<file path="config.mk">
export PLATFORM = sky130hd
export DESIGN_NAME = rau_queue
export DESIGN_NICKNAME = d
export VERILOG_FILES = /design/src/rtl/rational_arithmetic_unit_macros.svh /design/src/rtl/rau_queue.sv
export SDC_FILE = /design/constraint.sdc
export NUM_CORES = 1
export LEC_CHECK = 0
export BUFFER_PORTS_ARGS = -buffer_cell sky130_fd_sc_hd__buf_4
export CAP_MARGIN = 40
export CORE_MARGIN = 2
export CORE_UTILIZATION = 49
export CTS_CLUSTER_SIZE = 14
export DETAILED_ROUTE_END_ITERATION = 6
export PLACE_DENSITY = 0.79
export SLEW_MARGIN = 20
export SYNTH_ARGS = -nofsm -noshare
export SYNTH_HDL_FRONTEND = slang
export SYNTH_SLANG_ARGS = --single-unit
</file>
<file path="constraint.sdc">
create_clock -name clk -period 1.3 [get_ports clk]
set_input_delay 0.065 -clock clk [delete_from_list [all_inputs] [get_ports clk]]
set_output_delay 0.065 -clock clk [all_outputs]
set_load 0.03 [all_outputs]
</file>
<file path="src/rtl/rational_arithmetic_unit_macros.svh">
// Assertion macros for the rational arithmetic unit.
// Used by the top level only; needs no other file.
`ifndef RATIONAL_ARITHMETIC_UNIT_MACROS_SVH
`define RATIONAL_ARITHMETIC_UNIT_MACROS_SVH

// Implication checked on every rising clock edge outside reset.
`define RAU_ASSERT_IMP(label, clk, rst_n, ante, cons) \
  label: assert property (@(posedge clk) disable iff (!rst_n) (ante) |-> (cons)) \
    else $error("assertion failed");

// Next-cycle implication checked outside reset.
`define RAU_ASSERT_NXT(label, clk, rst_n, ante, cons) \
  label: assert property (@(posedge clk) disable iff (!rst_n) (ante) |=> (cons)) \
    else $error("assertion failed");

`endif

</file>
<file path="src/rtl/rau_queue.sv">
// Two-entry job queue between front and back end.
// Depends on nothing.
`timescale 1ns / 1ps
`default_nettype none
module rau_queue #(
  parameter int DW = 8
) (
  input  wire logic          clk,
  input  wire logic          rst_n,
  input  wire logic          push,
  input  wire logic [DW-1:0] wdata,
  output logic               full,
  input  wire logic          pop,
  output logic               empty,
  output logic [DW-1:0]      rdata
);
  logic [DW-1:0] mem_r [2];
  logic wp_r, rp_r;
  logic [1:0] cnt_r;

  assign full  = (cnt_r == 2'd2);
  assign empty = (cnt_r == 2'd0);
  assign rdata = mem_r[rp_r];

  always_ff @(posedge clk) begin
    if (!rst_n) begin
      wp_r <= 1'b0; rp_r <= 1'b0; cnt_r <= 2'd0;
    end else begin
      if (push) wp_r <= ~wp_r;
      if (pop) rp_r <= ~rp_r;
      cnt_r <= cnt_r + 2'(push) - 2'(pop);
    end
  end

  always_ff @(posedge clk) begin
    if (push) mem_r[wp_r] <= wdata;
  end
endmodule
`default_nettype wire

</file>
# Yosys cells after proc, flatten, opt, wreduce, memory -nomap -nowiden
# Memories as Yosys holds them, arrays and structs flattened. A register that Yosys moved wholly into a read port is not among the register bits.
# Cells that the tools add are included.
classes:
  n_addsub: 2
  n_eq_ne: 1
  mux: 4
  bitwise_logic: 2
  reduce_logical: 1
op_table:
  columns: ["cell", "count"]
  rows:
  - ["1-bit two-way mux", 4]
  - ["2-bit by 1-bit adder with 2-bit output", 1]
  - ["2-bit equality test (second input constant)", 1]
  - ["2-bit logical NOT", 1]
  - ["1-bit NOT", 2]
  - ["2-bit by 1-bit subtractor with 2-bit output", 1]
totals:
  register_bits: 4
  mem_bits_rw: 16
  wordCells: 14
  n_memories: 1
memory_table:
  columns: ["name", "depth", "word_bits", "read_ports", "rd_clocked_by_memory_dff", "write_ports", "line_no", "rtl"]
  rows:
  - ["mem_r", 2, 8, 1, 1, 1, "rau_queue.sv:17", "logic [DW-1:0] mem_r [2];"]

# Longest topological paths before layout
logic_depth:
  word_depth: 3
  mapped_depth: 6

# Worst setup path after synthesis
# Ideal clock, no wire load.
synth_path:
  path_type: "reg-to-reg"
  startpoint: "reg cnt_r[0]"
  endpoint: "reg cnt_r[1]"
  t_arrival_ns: 1.086
  t_required_ns: 1.235
  slack_ns: 0.149
  path_stages_with_launch: 7
  period_less_slack_ns: 1.151
  cell_sequence: "dfxtp_1 inv_1 ha_1 inv_1 ha_1 xnor3_1 nor2b_1"
synth_between:
  elab_chain_cells: 2
synth_rtl:
  columns: ["item", "line_no", "rtl"]
  rows:
  - ["start: declaration", "rau_queue.sv:19", "logic [1:0] cnt_r;"]
  - ["start signal: assignment", "rau_queue.sv:31", "cnt_r <= cnt_r + 2'(push) - 2'(pop);"]
  - ["2-bit by 1-bit adder with 2-bit output", "rau_queue.sv:31", null]
  - ["2-bit by 1-bit subtractor with 2-bit output", "rau_queue.sv:31", null]
# Every way passes these cells.
# A chain may end at the register's enable or synchronous reset.

==> impl_metrics.json <==
{
  "cellLeakagePower_nw": 0.4719,
  "track_usage_pct": 14.04,
  "layout_common_cells": "edfxtp_1 (16), buf_4 (15), dlygate4sd3_1 (9)",
  "critPathLaunchType": "flop",
  "fin_cells": 97,
  "fillers": 99,
  "fin_nets": 96,
  "cp.depth": 2,
  "core_sq_um": 1524,
  "syn_inst": 46,
  "holdWs_ns": 0.09015,
  "grt_max_degree": 13,
  "crit_chain": "mux2_2 > buf_6",
  "p_int_w": 0.001081,
  "finalSetupViolations": 0,
  "drive_above_1_share_pct": 45.68,
  "start_util_pct": 52.55,
  "synthDistinctLibCells": 12,
  "cp_top_family": "flip-flops",
  "fin_crit_sh_pct": 99.29,
  "antenna_found_initial": 0,
  "tightest_slew_ns": 0.3951,
  "dpl.cell_count": 84,
  "postCtsSetupBuffers": 0,
  "hp-class": "in2reg",
  "maxSlewHeadroom_pct": 73.66,
  "hold_viol_final": 0,
  "ioPinCount": 22,
  "switchingPower_w": 0.0003811,
  "crit_buf_inv": 1,
  "cts_tree": "yes",
  "setup_tns_ns": 0,
  "dpl.hpwl_microns": 814.5,
  "netlist_area_sq_um": 800.8,
  "cp.required_ns": 1.24,
  "yosysSeqAreaShare_pct": 72.50,
  "drtAntennaViolNets": 0,
  "multi_input_area_sq_um": 215.2,
  "ir_worst_vdd_uv": 760.7,
  "reg2reg_depth": 6,
  "cp.arrival_ns": 1.23,
  "max_stage_delay_ns": 0.43,
  "numCtsBuffers": 3,
  "cts.path.max_buffers": 2,
  "clk_latency_ns": 0.29,
  "cp_max_fo": 8,
  "place_area_sq_um": 988.4,
  "grt_overflow_total": 0,
  "syn_nets": 60,
  "run_status": "complete, no violations",
  "r2r_end": "cnt_r[1]",
  "rows": 14,
  "p_clk_share_pct": 20.6,
  "pwr-share-comb_pct": 24.5,
  "cellPowerDensity_nw_per_um2": 1273,
  "finalMaxSlewViolations": 0,
  "dr.pass1.iters": 3,
  "rsz0062_at_grt": "true",
  "regArea_sq_um": 585.6,
  "vias_per_cell": 4.866,
  "finalCriticalPeriod_ns": 1.291,
  "num_vias": 472,
  "die_h_microns": 44.43,
  "grt_pass1_vias": 486,
  "ff2ff_setup_slack_ns": 0.10,
  "critPathSlowestCell": "dfxtp_4",
  "place.gp.congestion": 0.7068,
  "p_sw_share_pct": 26.06,
  "r2r-start": "cnt_r[0]",
  "layout_commonest_cell": "edfxtp_1",
  "yosys_register_bits": 21,
  "seq_power_share_pct": 54.9,
  "cp-end-kind": "output pin",
  "clock_skew_ns": 0.001982,
  "wl_microns": 1250,
  "crit_end": "rdata[7]",
  "chipWidth_microns": 44.43,
  "drt_iter0_drc": 1,
  "die-area_sq_um": 1974,
  "grt_pass1_wl_microns": 1807,
  "wl_per_cell_microns": 12.89,
  "area_growth_pct": 43.44,
  "n_antenna_cell": 0,
  "clkSinkCount": 21,
  "worstSetupPathType": "reg2out",
  "syn_area_per_cell_sq_um": 17.41,
  "port_buffers": 21,
  "timing.fmax_mhz": 774.8,
  "total_power_w": 0.001463,
  "ys.warnings.count": 0,
  "drc": 0,
  "cts_root_buffer": "clkbuf_4",
  "maxCapViolations": 0,
  "htree_levels": 1,
  "clk_pin_slew_worst_paths_ns": 0.11,
  "fin_area_sq_um": 1149
}
==> what timing repair did <==
action,in CTS,in global routing
endpoints found under the hold margin,20,0
pin swaps,0,0
gates resized for setup,9,4
endpoints found under the setup margin,8,9
hold buffers,9,0
==> final cells by class <==
type | instances | area share [%]
sequential | 21 | 50.98
timing repair buffer | 32 | 25.49
multi-input combinational | 22 | 18.74
clock buffer | 3 | 1.961
tap | 16 | 1.743
inverter | 2 | 0.6536
clock inverter | 1 | 0.4357
==> power by group through the flow <==
stage | Clock [W] | Combinational [W] | Sequential [W]
floorplan | 0 | 0.000210 | 0.000803
global placement | 0 | 0.000309 | 0.000813
detailed placement | 0 | 0.000315 | 0.000817
CTS | 0.000318 | 0.000356 | 0.000802
global route | 0.000335 | 0.000379 | 0.000808
finish | 0.000301 | 0.000358 | 0.000803
==> cells by family after synthesis <==
| logic type | synth area share [%] |
|---|---|
| AOI/OAI and AO/OA | 0.9378 |
| xor gates and xnor gates | 3.906 |
| adders and majority gates | 3.125 |
| buffers and inverters | 1.562 |
| DFF | 72.50 |
| muxes | 11.25 |
| and+or+nand+nor | 6.717 |
==> flip-flops by register name, summed over array words and instances (netlist names), named ones only <==
name   cells
wp_r       1
rp_r       1
cnt_r      2
mem_r     16
==> per-stage QoR <==
stage / utilization (%) / setup slack (ns)
6_report: 75.37 / 0.009284
3_3_place_gp: 64.86 / 0.1292
3_5_place_dp: 64.86 / 0.08943
4_1_cts: 74.55 / -0.02760
2_1_floorplan: - / 0.1490
5_1_grt: 75.37 / -0.02826
==> cells in the mapped netlist (all sizes together) <==
master  instances  area (sq um)
and2            4         25.02
buf             1         5.000
dfxtp           5         100.1
edfxtp         16         480.5
ha              2         25.02
inv             2         7.510
mux2            8         90.09
nor2            1         3.750
nor2b           4         25.02
o21a            1         7.510
xnor3           1         22.52
xor2            1         8.760
==> metal layers <==
metal / vias to the layer above / GRT usage, % / share of wire [%]
li1: 235 / - / -
met1: 223 / 11.88 / 38
met4: 0 / 10.91 / 1.4
met3: 2 / 3.673 / 4.0
met5: - / 0 / 0
met2: 12 / 26.76 / 57
==> tightest hold or removal path, stage by stage <==
cell and delay [ns]:
buf_4 0.09, nor2b_1 0.04, o21a_1 0.15
==> worst min path at each step <==
stage | startpoint | end | slack, ns | cells past startpoint
after floorplan | wdata[0] | mem_r[0][0] | 0.16 | 0
final | push | wp_r | 0.09 | 3
after global placement | wdata[6] | mem_r[0][6] | 0.25 | 1
after detailed placement | wdata[6] | mem_r[0][6] | 0.25 | 1
after CTS | push | wp_r | 0.09 | 3
after global routing | push | wp_r | 0.08 | 3
Note: power is estimated with default switching activity, not from simulation.
